**config.mk**
```make
export PLATFORM = sky130hd
export DESIGN_NAME = cell_to_ansi_glyph_encoder_core
export DESIGN_NICKNAME = d
export VERILOG_FILES = /design/src/rtl/core/cage_pkg.sv /design/src/rtl/core/cage_front.sv /design/src/rtl/core/cage_queue.sv /design/src/rtl/core/cage_back.sv /design/src/rtl/core/cell_to_ansi_glyph_encoder_core.sv
export SDC_FILE = /design/constraint.sdc
export NUM_CORES = 1
export LEC_CHECK = 0
export ABC_AREA = 1
export BUFFER_PORTS_ARGS = -buffer_cell sky130_fd_sc_hd__buf_2
export CORE_ASPECT_RATIO = 1.5
export CORE_MARGIN = 2
export CORE_UTILIZATION = 28
export DETAILED_ROUTE_END_ITERATION = 7
export HOLD_SLACK_MARGIN = 0.12
export PLACE_DENSITY = 0.53
export SYNTH_ARGS = -nofsm -noshare
export SYNTH_HDL_FRONTEND = slang
export SYNTH_SLANG_ARGS = --single-unit
```
**constraint.sdc**
```tcl
create_clock -name aclk -period 7.19 [get_ports aclk]
set_clock_uncertainty 0.1 [all_clocks]
set_input_delay 0.719 -clock aclk [delete_from_list [all_inputs] [get_ports aclk]]
set_output_delay 0.719 -clock aclk [all_outputs]
set_load 0.005 [all_outputs]
```
**src/rtl/core/cage_pkg.sv**
```systemverilog
`timescale 1ns / 1ps
`default_nettype none
// ---------------------------------------------------------------------------
// cage_pkg
// shared types, byte codes and glyph tables of the cell to ansi glyph encoder
// ---------------------------------------------------------------------------
package cage_pkg;

    localparam int QueueDepth = 4;
    localparam int NumSlots   = 31;

    localparam logic [7:0] ByteEsc    = 8'h1B;
    localparam logic [7:0] ByteLbrk   = 8'h5B;
    localparam logic [7:0] ByteH      = 8'h48;
    localparam logic [7:0] ByteSpace  = 8'h20;
    localparam logic [7:0] ByteThree  = 8'h33;
    localparam logic [7:0] ByteEight  = 8'h38;
    localparam logic [7:0] ByteTwo    = 8'h32;
    localparam logic [7:0] ByteZero   = 8'h30;
    localparam logic [7:0] ByteSemi   = 8'h3B;
    localparam logic [7:0] ByteM      = 8'h6D;
    localparam logic [7:0] ByteNl     = 8'h0A;
    localparam logic [7:0] ByteUtf3   = 8'hE0;
    localparam logic [7:0] ByteUtfCnt = 8'h80;
    localparam logic [15:0] BrailleBase = 16'h2800;

    typedef struct packed {
        logic [3:0] hund;
        logic [3:0] tens;
        logic [3:0] ones;
        logic       ge100;
        logic       ge10;
    } cage_dec_t;

    typedef struct packed {
        logic       home;
        logic       blank;
        logic       esc;
        cage_dec_t  red_dec;
        cage_dec_t  green_dec;
        cage_dec_t  blue_dec;
        logic [15:0] glyph_cp;
        logic       row_end;
        logic       frame_end;
    } cage_cmd_t;

    typedef struct packed {
        logic empty;
        logic full;
    } cage_q_status_t;

    function automatic cage_dec_t to_dec(input logic [7:0] v);
        cage_dec_t  d;
        logic [7:0] rem;
        d.ge100 = (v >= 8'd100);
        d.ge10  = (v >= 8'd10);
        if (v >= 8'd200) begin
            d.hund = 4'd2;
            rem    = v - 8'd200;
        end else if (v >= 8'd100) begin
            d.hund = 4'd1;
            rem    = v - 8'd100;
        end else begin
            d.hund = 4'd0;
            rem    = v;
        end
        d.tens = 4'd0;
        for (int i = 1; i < 10; i++) begin
            if (rem >= 8'(i * 10)) d.tens = 4'(i);
        end
        d.ones = 4'(rem - (8'(d.tens) * 8'd10));
        return d;
    endfunction

    function automatic logic [15:0] quad_cp(input logic [3:0] m);
        logic [15:0] cp;
        case (m)
            4'd0:    cp = 16'h0020;
            4'd1:    cp = 16'h2598;
            4'd2:    cp = 16'h259D;
            4'd3:    cp = 16'h2580;
            4'd4:    cp = 16'h2596;
            4'd5:    cp = 16'h258C;
            4'd6:    cp = 16'h259E;
            4'd7:    cp = 16'h259B;
            4'd8:    cp = 16'h2597;
            4'd9:    cp = 16'h259A;
            4'd10:   cp = 16'h2590;
            4'd11:   cp = 16'h259C;
            4'd12:   cp = 16'h2584;
            4'd13:   cp = 16'h2599;
            4'd14:   cp = 16'h259F;
            default: cp = 16'h2588;
        endcase
        return cp;
    endfunction

    // mask bits 0..7 are braille dots 1,4,2,5,3,6,7,8
    function automatic logic [15:0] braille_cp(input logic [7:0] m);
        logic [7:0] dots;
        dots = {m[7], m[6], m[5], m[3], m[1], m[4], m[2], m[0]};
        return BrailleBase | {8'd0, dots};
    endfunction

endpackage
`default_nettype wire

```
**src/rtl/core/cage_front.sv**
```systemverilog
`timescale 1ns / 1ps
`default_nettype none
// ---------------------------------------------------------------------------
// cage_front
// accepts cells, tracks the color state and builds one command per cell
// ---------------------------------------------------------------------------
module cage_front (
    input  wire logic                aclk,
    input  wire logic                aresetn,
    input  wire logic                cfg_valid,
    output logic                     cfg_ready,
    input  wire logic                cfg_data,
    input  wire logic                s_tvalid,
    output logic                     s_tready,
    input  wire logic [31:0]         s_tdata,   // cell_mask, red, green, blue
    input  wire logic                s_tlast,   // row_end
    input  wire logic [1:0]          s_tuser,   // frame_start, frame_end
    input  wire cage_pkg::cage_q_status_t q_status,
    output logic                     push,
    output cage_pkg::cage_cmd_t      push_cmd
);

    logic        glyph_mode_reg, glyph_mode_next;
    logic [23:0] last_colour_reg, last_colour_next;
    logic        colour_known_reg, colour_known_next;

    logic [7:0]  cell_mask, red, green, blue, used;
    logic [23:0] colour;
    logic        row_end, frame_start, frame_end;
    logic        known_now, blank, esc;

    assign cell_mask   = s_tdata[7:0];
    assign red         = s_tdata[15:8];
    assign green       = s_tdata[23:16];
    assign blue        = s_tdata[31:24];
    assign row_end     = s_tlast;
    assign frame_start = s_tuser[0];
    assign frame_end   = s_tuser[1];

    assign cfg_ready = 1'b1;
    assign s_tready  = !q_status.full;
    assign push      = s_tvalid && s_tready;

    assign used      = glyph_mode_reg ? cell_mask : {4'd0, cell_mask[3:0]};
    assign colour    = {red, green, blue};
    assign blank     = (used == 8'd0);
    assign known_now = colour_known_reg && !frame_start;
    assign esc       = !blank && (!known_now || (colour != last_colour_reg));

    always_comb begin
        push_cmd.home      = frame_start;
        push_cmd.blank     = blank;
        push_cmd.esc       = esc;
        push_cmd.red_dec   = cage_pkg::to_dec(red);
        push_cmd.green_dec = cage_pkg::to_dec(green);
        push_cmd.blue_dec  = cage_pkg::to_dec(blue);
        push_cmd.glyph_cp  = glyph_mode_reg ? cage_pkg::braille_cp(used)
                                            : cage_pkg::quad_cp(used[3:0]);
        push_cmd.row_end   = row_end;
        push_cmd.frame_end = frame_end;
    end

    always_comb begin
        glyph_mode_next   = glyph_mode_reg;
        last_colour_next  = last_colour_reg;
        colour_known_next = colour_known_reg;
        if (cfg_valid && cfg_ready) glyph_mode_next = cfg_data;
        if (push) begin
            if (esc) last_colour_next = colour;
            if (frame_end) begin
                colour_known_next = 1'b0;
            end else if (blank) begin
                colour_known_next = known_now;
            end else begin
                colour_known_next = 1'b1;
            end
        end
    end

    always_ff @(posedge aclk) begin
        if (!aresetn) begin
            glyph_mode_reg   <= 1'b0;
            last_colour_reg  <= 24'd0;
            colour_known_reg <= 1'b0;
        end else begin
            glyph_mode_reg   <= glyph_mode_next;
            last_colour_reg  <= last_colour_next;
            colour_known_reg <= colour_known_next;
        end
    end

endmodule
`default_nettype wire

```
**src/rtl/core/cage_queue.sv**
```systemverilog
`timescale 1ns / 1ps
`default_nettype none
// ---------------------------------------------------------------------------
// cage_queue
// short command queue between front and back
// ---------------------------------------------------------------------------
module cage_queue #(
    parameter int DEPTH = cage_pkg::QueueDepth
) (
    input  wire logic                aclk,
    input  wire logic                aresetn,
    input  wire logic                push,
    input  wire cage_pkg::cage_cmd_t push_cmd,
    input  wire logic                pop,
    output cage_pkg::cage_cmd_t      head_cmd,
    output cage_pkg::cage_q_status_t status
);

    localparam int PtrW = (DEPTH > 1) ? $clog2(DEPTH) : 1;
    localparam int CntW = $clog2(DEPTH + 1);

    cage_pkg::cage_cmd_t store_reg [DEPTH];
    logic [PtrW-1:0] wr_ptr_reg, wr_ptr_next;
    logic [PtrW-1:0] rd_ptr_reg, rd_ptr_next;
    logic [CntW-1:0] count_reg, count_next;

    assign status.empty = (count_reg == '0);
    assign status.full  = (count_reg == CntW'(DEPTH));
    assign head_cmd     = store_reg[rd_ptr_reg];

    always_comb begin
        wr_ptr_next = wr_ptr_reg;
        rd_ptr_next = rd_ptr_reg;
        count_next  = count_reg;
        if (push) begin
            wr_ptr_next = (wr_ptr_reg == PtrW'(DEPTH - 1)) ? '0 : wr_ptr_reg + PtrW'(1);
        end
        if (pop) begin
            rd_ptr_next = (rd_ptr_reg == PtrW'(DEPTH - 1)) ? '0 : rd_ptr_reg + PtrW'(1);
        end
        if (push && !pop) count_next = count_reg + CntW'(1);
        if (pop && !push) count_next = count_reg - CntW'(1);
    end

    always_ff @(posedge aclk) begin
        if (!aresetn) begin
            wr_ptr_reg <= '0;
            rd_ptr_reg <= '0;
            count_reg  <= '0;
        end else begin
            wr_ptr_reg <= wr_ptr_next;
            rd_ptr_reg <= rd_ptr_next;
            count_reg  <= count_next;
        end
    end

    always_ff @(posedge aclk) begin
        if (push) store_reg[wr_ptr_reg] <= push_cmd;
    end

endmodule
`default_nettype wire

```
**src/rtl/core/cage_back.sv**
```systemverilog
`timescale 1ns / 1ps
`default_nettype none
// ---------------------------------------------------------------------------
// cage_back
// walks the byte slots of the head command, one byte per cycle while m_tready allows
// ---------------------------------------------------------------------------
module cage_back (
    input  wire logic                aclk,
    input  wire logic                aresetn,
    input  wire cage_pkg::cage_cmd_t head_cmd,
    input  wire logic                head_valid,
    output logic                     pop,
    output logic                     m_tvalid,
    input  wire logic                m_tready,
    output logic [7:0]               m_tdata,   // out_byte
    output logic                     m_tlast    // last_of_cell
);

    localparam int N     = cage_pkg::NumSlots;
    localparam int SlotW = $clog2(N);

    localparam int SlHome  = 0;
    localparam int SlSpace = 3;
    localparam int SlPre   = 4;
    localparam int SlRed   = 11;
    localparam int SlSemiG = 14;
    localparam int SlGreen = 15;
    localparam int SlSemiB = 18;
    localparam int SlBlue  = 19;
    localparam int SlM     = 22;
    localparam int SlGlyph = 23;
    localparam int SlNl    = 26;
    localparam int SlRst   = 27;

    logic [7:0]       slot_byte [N];
    logic [N-1:0]     slot_en, masked, rest;
    logic [SlotW-1:0] first_idx;
    logic             is_last, advance;

    logic [SlotW-1:0] pos_reg;
    logic             valid_reg;
    logic [7:0]       byte_reg;
    logic             last_reg;

    function automatic logic [7:0] digit(input logic [3:0] d);
        return cage_pkg::ByteZero | {4'd0, d};
    endfunction

    always_comb begin
        slot_byte[SlHome]      = cage_pkg::ByteEsc;
        slot_byte[SlHome + 1]  = cage_pkg::ByteLbrk;
        slot_byte[SlHome + 2]  = cage_pkg::ByteH;
        slot_byte[SlSpace]     = cage_pkg::ByteSpace;
        slot_byte[SlPre]       = cage_pkg::ByteEsc;
        slot_byte[SlPre + 1]   = cage_pkg::ByteLbrk;
        slot_byte[SlPre + 2]   = cage_pkg::ByteThree;
        slot_byte[SlPre + 3]   = cage_pkg::ByteEight;
        slot_byte[SlPre + 4]   = cage_pkg::ByteSemi;
        slot_byte[SlPre + 5]   = cage_pkg::ByteTwo;
        slot_byte[SlPre + 6]   = cage_pkg::ByteSemi;
        slot_byte[SlRed]       = digit(head_cmd.red_dec.hund);
        slot_byte[SlRed + 1]   = digit(head_cmd.red_dec.tens);
        slot_byte[SlRed + 2]   = digit(head_cmd.red_dec.ones);
        slot_byte[SlSemiG]     = cage_pkg::ByteSemi;
        slot_byte[SlGreen]     = digit(head_cmd.green_dec.hund);
        slot_byte[SlGreen + 1] = digit(head_cmd.green_dec.tens);
        slot_byte[SlGreen + 2] = digit(head_cmd.green_dec.ones);
        slot_byte[SlSemiB]     = cage_pkg::ByteSemi;
        slot_byte[SlBlue]      = digit(head_cmd.blue_dec.hund);
        slot_byte[SlBlue + 1]  = digit(head_cmd.blue_dec.tens);
        slot_byte[SlBlue + 2]  = digit(head_cmd.blue_dec.ones);
        slot_byte[SlM]         = cage_pkg::ByteM;
        slot_byte[SlGlyph]     = cage_pkg::ByteUtf3 | {4'd0, head_cmd.glyph_cp[15:12]};
        slot_byte[SlGlyph + 1] = cage_pkg::ByteUtfCnt | {2'd0, head_cmd.glyph_cp[11:6]};
        slot_byte[SlGlyph + 2] = cage_pkg::ByteUtfCnt | {2'd0, head_cmd.glyph_cp[5:0]};
        slot_byte[SlNl]        = cage_pkg::ByteNl;
        slot_byte[SlRst]       = cage_pkg::ByteEsc;
        slot_byte[SlRst + 1]   = cage_pkg::ByteLbrk;
        slot_byte[SlRst + 2]   = cage_pkg::ByteZero;
        slot_byte[SlRst + 3]   = cage_pkg::ByteM;
    end

    always_comb begin
        slot_en                   = '0;
        slot_en[SlHome +: 3]      = {3{head_cmd.home}};
        slot_en[SlSpace]          = head_cmd.blank;
        slot_en[SlPre +: 7]       = {7{head_cmd.esc}};
        slot_en[SlRed]            = head_cmd.esc && head_cmd.red_dec.ge100;
        slot_en[SlRed + 1]        = head_cmd.esc && head_cmd.red_dec.ge10;
        slot_en[SlRed + 2]        = head_cmd.esc;
        slot_en[SlSemiG]          = head_cmd.esc;
        slot_en[SlGreen]          = head_cmd.esc && head_cmd.green_dec.ge100;
        slot_en[SlGreen + 1]      = head_cmd.esc && head_cmd.green_dec.ge10;
        slot_en[SlGreen + 2]      = head_cmd.esc;
        slot_en[SlSemiB]          = head_cmd.esc;
        slot_en[SlBlue]           = head_cmd.esc && head_cmd.blue_dec.ge100;
        slot_en[SlBlue + 1]       = head_cmd.esc && head_cmd.blue_dec.ge10;
        slot_en[SlBlue + 2]       = head_cmd.esc;
        slot_en[SlM]              = head_cmd.esc;
        slot_en[SlGlyph +: 3]     = {3{!head_cmd.blank}};
        slot_en[SlNl]             = head_cmd.row_end;
        slot_en[SlRst +: 4]       = {4{head_cmd.frame_end}};
    end

    // lowest enabled slot at or after the current position
    always_comb begin
        masked    = slot_en & ~((N'(1) << pos_reg) - N'(1));
        first_idx = '0;
        for (int i = N - 1; i >= 0; i--) begin
            if (masked[i]) first_idx = SlotW'(i);
        end
        rest    = masked & ~(N'(1) << first_idx);
        is_last = (rest == '0);
    end

    assign advance  = head_valid && (!valid_reg || m_tready);
    assign pop      = advance && is_last;
    assign m_tvalid = valid_reg;
    assign m_tdata  = byte_reg;
    assign m_tlast  = last_reg;

    always_ff @(posedge aclk) begin
        if (!aresetn) begin
            valid_reg <= 1'b0;
            pos_reg   <= '0;
        end else if (advance) begin
            valid_reg <= 1'b1;
            pos_reg   <= is_last ? '0 : first_idx + SlotW'(1);
        end else if (m_tready) begin
            valid_reg <= 1'b0;
        end
    end

    always_ff @(posedge aclk) begin
        if (advance) begin
            byte_reg <= slot_byte[first_idx];
            last_reg <= is_last;
        end
    end

endmodule
`default_nettype wire

```
**src/rtl/core/cell_to_ansi_glyph_encoder_core.sv**
```systemverilog
`timescale 1ns / 1ps
`default_nettype none
// ---------------------------------------------------------------------------
// cell_to_ansi_glyph_encoder_core
// encodes screen cells into an ansi truecolor terminal byte stream
// ---------------------------------------------------------------------------
// path: first byte of a cell reaches m_tvalid through the queue store and
// the output byte register, when the queue and output register are empty
// throughput: one byte per cycle at the output register while m_tready is
// high, and a cell gives 1 to 30 bytes; cells enter one per cycle while
// the command queue has room
// reset: synchronous aresetn clears queue, output, mode and color state
module cell_to_ansi_glyph_encoder_core #(
    parameter int QUEUE_DEPTH = cage_pkg::QueueDepth
) (
    input  wire logic        aclk,
    input  wire logic        aresetn,
    input  wire logic        cfg_valid,
    output logic             cfg_ready,
    input  wire logic        cfg_data,    // glyph_mode
    input  wire logic        s_tvalid,
    output logic             s_tready,
    input  wire logic [31:0] s_tdata,     // cell_mask, red, green, blue
    input  wire logic        s_tlast,     // row_end
    input  wire logic [1:0]  s_tuser,     // frame_start, frame_end
    output logic             m_tvalid,
    input  wire logic        m_tready,
    output logic [7:0]       m_tdata,     // out_byte
    output logic             m_tlast      // last_of_cell
);

    cage_pkg::cage_cmd_t      push_cmd, head_cmd;
    cage_pkg::cage_q_status_t q_status;
    logic                     push, pop;

    cage_front u_front (
        .aclk      (aclk),
        .aresetn   (aresetn),
        .cfg_valid (cfg_valid),
        .cfg_ready (cfg_ready),
        .cfg_data  (cfg_data),
        .s_tvalid  (s_tvalid),
        .s_tready  (s_tready),
        .s_tdata   (s_tdata),
        .s_tlast   (s_tlast),
        .s_tuser   (s_tuser),
        .q_status  (q_status),
        .push      (push),
        .push_cmd  (push_cmd)
    );

    cage_queue #(
        .DEPTH (QUEUE_DEPTH)
    ) u_queue (
        .aclk     (aclk),
        .aresetn  (aresetn),
        .push     (push),
        .push_cmd (push_cmd),
        .pop      (pop),
        .head_cmd (head_cmd),
        .status   (q_status)
    );

    cage_back u_back (
        .aclk       (aclk),
        .aresetn    (aresetn),
        .head_cmd   (head_cmd),
        .head_valid (!q_status.empty),
        .pop        (pop),
        .m_tvalid   (m_tvalid),
        .m_tready   (m_tready),
        .m_tdata    (m_tdata),
        .m_tlast    (m_tlast)
    );

    a_reset_clears_out: assert property (@(posedge aclk)
        !aresetn |=> !m_tvalid)
        else $error("output valid after reset");

    a_back_not_idle: assert property (@(posedge aclk) disable iff (!aresetn)
        (!q_status.empty && !m_tvalid) |=> m_tvalid)
        else $error("back idle with queued work");

    a_no_phantom_out: assert property (@(posedge aclk) disable iff (!aresetn)
        (q_status.empty && !m_tvalid) |=> !m_tvalid)
        else $error("output byte without queued command");

    a_pop_on_last: assert property (@(posedge aclk) disable iff (!aresetn)
        pop |=> (m_tvalid && m_tlast))
        else $error("command popped without final byte");

endmodule
`default_nettype wire
```
==> metrics.txt <==
unrepaired setup endpoints after global routing=false; post-synth top area share=45.8%; pwr dens=315 nW/um2; largest cells by area after synthesis=edfxtp_1 46%, nand2_1 8.1%, dfxtp_1 5.8%, o21ai_0 5.2%, nor2_1 4.7%; first-pass GRT wire length=65200 um; async set-reset flop share out of synthesis=0%; leakage=6.35 nW; mean post-synth cell area=8.87 um2; Worst VDD drop=0.145 mV; clock sink count=258; number of global-route vias before repair=11300; Distinct cells, synth=64; Root Buffer=clkbuf_16; Post-Syn Nets=1694; Most Frequent Cell on Critical Path=nand2_1; design area=16200 um2; gpl congestion=0.884; CP Capture Type=flop; normalized max-slew margin=35.8%; fillcell total=5165; complex-gate fraction of the synthesized area=15.8%; Mapped Cells=1605; Largest register FFs=208; hold_buf cts=0; final setup fails=0; FP Rows=101; CTS buffer count=24; worst hold start=s_tlast; initial antenna violation count=1; Fmax=152 MHz; Post-Route Setup TNS=0 ps; fin crit period=6590 ps; pin count of the biggest net entering global routing=67; Final Net Count=1738; outcome=completed; Hold Path Class=in2reg; PortBufs=51; GRT overflow=0; Synth area leader=edfxtp_1; clk slew on worst S/H paths=60 ps; largest family of logic cells by synthesized area=simple AND/OR/NAND/NOR gates; number of DRC markers in iteration 0=861; Max-Cap Viols=0; RR Startpoint=u_back.pos_reg[1]$_SDFFE_PN0P_; CP Class=reg2reg; vias per cell=4.95; share of cells above drive strength 1=12.0%; core box area=50400 um2; Die H=280 um; Synth Flop Type=edfxtp_1; Startpoint Class=flop; final slew viol count=0; most common cell in the netlist=nand2_1; CTS tree=built; Detailed Place HPWL=30100 um; Synth top cells by count=307 x nand2_1, 217 x edfxtp_1, 180 x nor2_1, 148 x o21ai_0, 140 x inv_1; Post-DRT Antenna Nets=0; die width=188 um; drt wl/cell=18.0 um; EDFF count, synth=217; die area=52700 um2; H-tree depth=1; Hold Vio Cnt, Final=0; proportion of synthesized area in mux cells=0%; WP data required=7510 ps; Longest Clk Path Bufs=3; post-place instance area=15300 um2; slowest cell on the critical path=dfxtp_2; GRT Total Usage=15.9%; mapped cell area=14200 um2; Seq cells post-synth=258; Synth Warn #=0; Synth Area in Adders=4.43%; Layout area overhead=13.7%; CP Launch Point=u_back.pos_reg[1]$_SDFFE_PN0P_; Pre-antenna DRT Iters=5; Largest stage delay, worst path=370 ps; worst-margin pin slew=961 ps; crit share post-route=91.7%; I/O pins=53; Synth Area in XOR/XNOR=1.97%; drt total wl=42100 um; starting density of the core=28.2%; vias=11600; Synth Area in Simple Gates=19.7%; worst skew pair latency=540 ps; CP Max Fanout=8; number of remaining DRC errors=0; share of the yosys chip area belonging to registers=51.5%; critical path arrival=6910 ps
path summary, 6_finish.rpt:
path         cells after the start                                      end  slack (ps)
min reg2reg                      2  u_front.last_colour_reg[5]$_SDFFE_PN0P_         370
min                              1        u_queue.store_reg[3][1]$_DFFE_PP_         310
max reg2reg                     60        u_queue.count_reg[2]$_SDFFE_PN0P_         600
max                             60        u_queue.count_reg[2]$_SDFFE_PN0P_         600
metrics by stage:
step           power [W]  util, %  hold WS (ps)  cells  worst slack (ps)
6_report         0.00510     32.1           313   2335               598
5_1_grt          0.00539     32.1           301   2335              10.8
4_1_cts          0.00507     31.9           290   2328               125
3_5_place_dp     0.00373     30.3           363   2286               139
3_3_place_gp     0.00373     30.3           353   2286               218
2_1_floorplan    0.00311        -           340   1605              1130
worst max-delay path, delay by kind of cell (launching register included):
| family | cells | cell delay (ps) |
|---|---|---|
| compound gates | 4 | 450 |
| fa+ha+maj | 4 | 920 |
| buf+inv | 9 | 850 |
| flops | 1 | 370 |
| simple gates | 43 | 3730 |
power breakdown:
group / leakage (nW) / internal (W) / switching (W)
logic: 3.62 / 0.000582 / 0.00133
clock network: 0.388 / 0.000778 / 0.000556
registers: 2.34 / 0.00181 / 0.0000458
cells by family after synthesis:
family	count (synthesis)
fa+ha+maj	48
simple gates	649
compound gates	384
flops	258
xor+xnor	32
buf+inv	233
other cells	1
metal layers:
layer,up-vias,global-route usage [%],routed length (um)
met1,5518,17.8,16400
met5,-,0,0
met2,295,29.5,22100
met3,81,1.25,1340
met4,0,8.58,2190
li1,5659,-,-
layout by cell type (no fill, tap or decap), drive strengths merged, types with 12 or more instances in the layout:
cell,n
o22ai,37
clkinv,12
clkbuf,27
o21ai,157
nand4,22
a21oi,100
inv,161
buf,86
edfxtp,217
nor3,20
nor2,193
dfxtp,41
xor2,26
nand3,84
a31oi,21
nand2,314
ha,44
final cells by class:
type	instances	area [um2]	area share (%)
repair buffers	86	518	3.20
clock buffers	27	633	3.91
well taps	669	837	5.17
diodes	1	2.50	0.0155
multi-input cells	1114	6040	37.3
clock inverters	15	184	1.14
inverters	165	619	3.83
flip-flops and latches	258	7350	45.4
what timing repair did:
item / 4_1_cts / 5_1_grt
setup endpoints to repair: 0 / 3
setup buffers: 0 / 6
gates resized for setup: 0 / 16
Note: power is estimated with default switching activity, not from simulation.
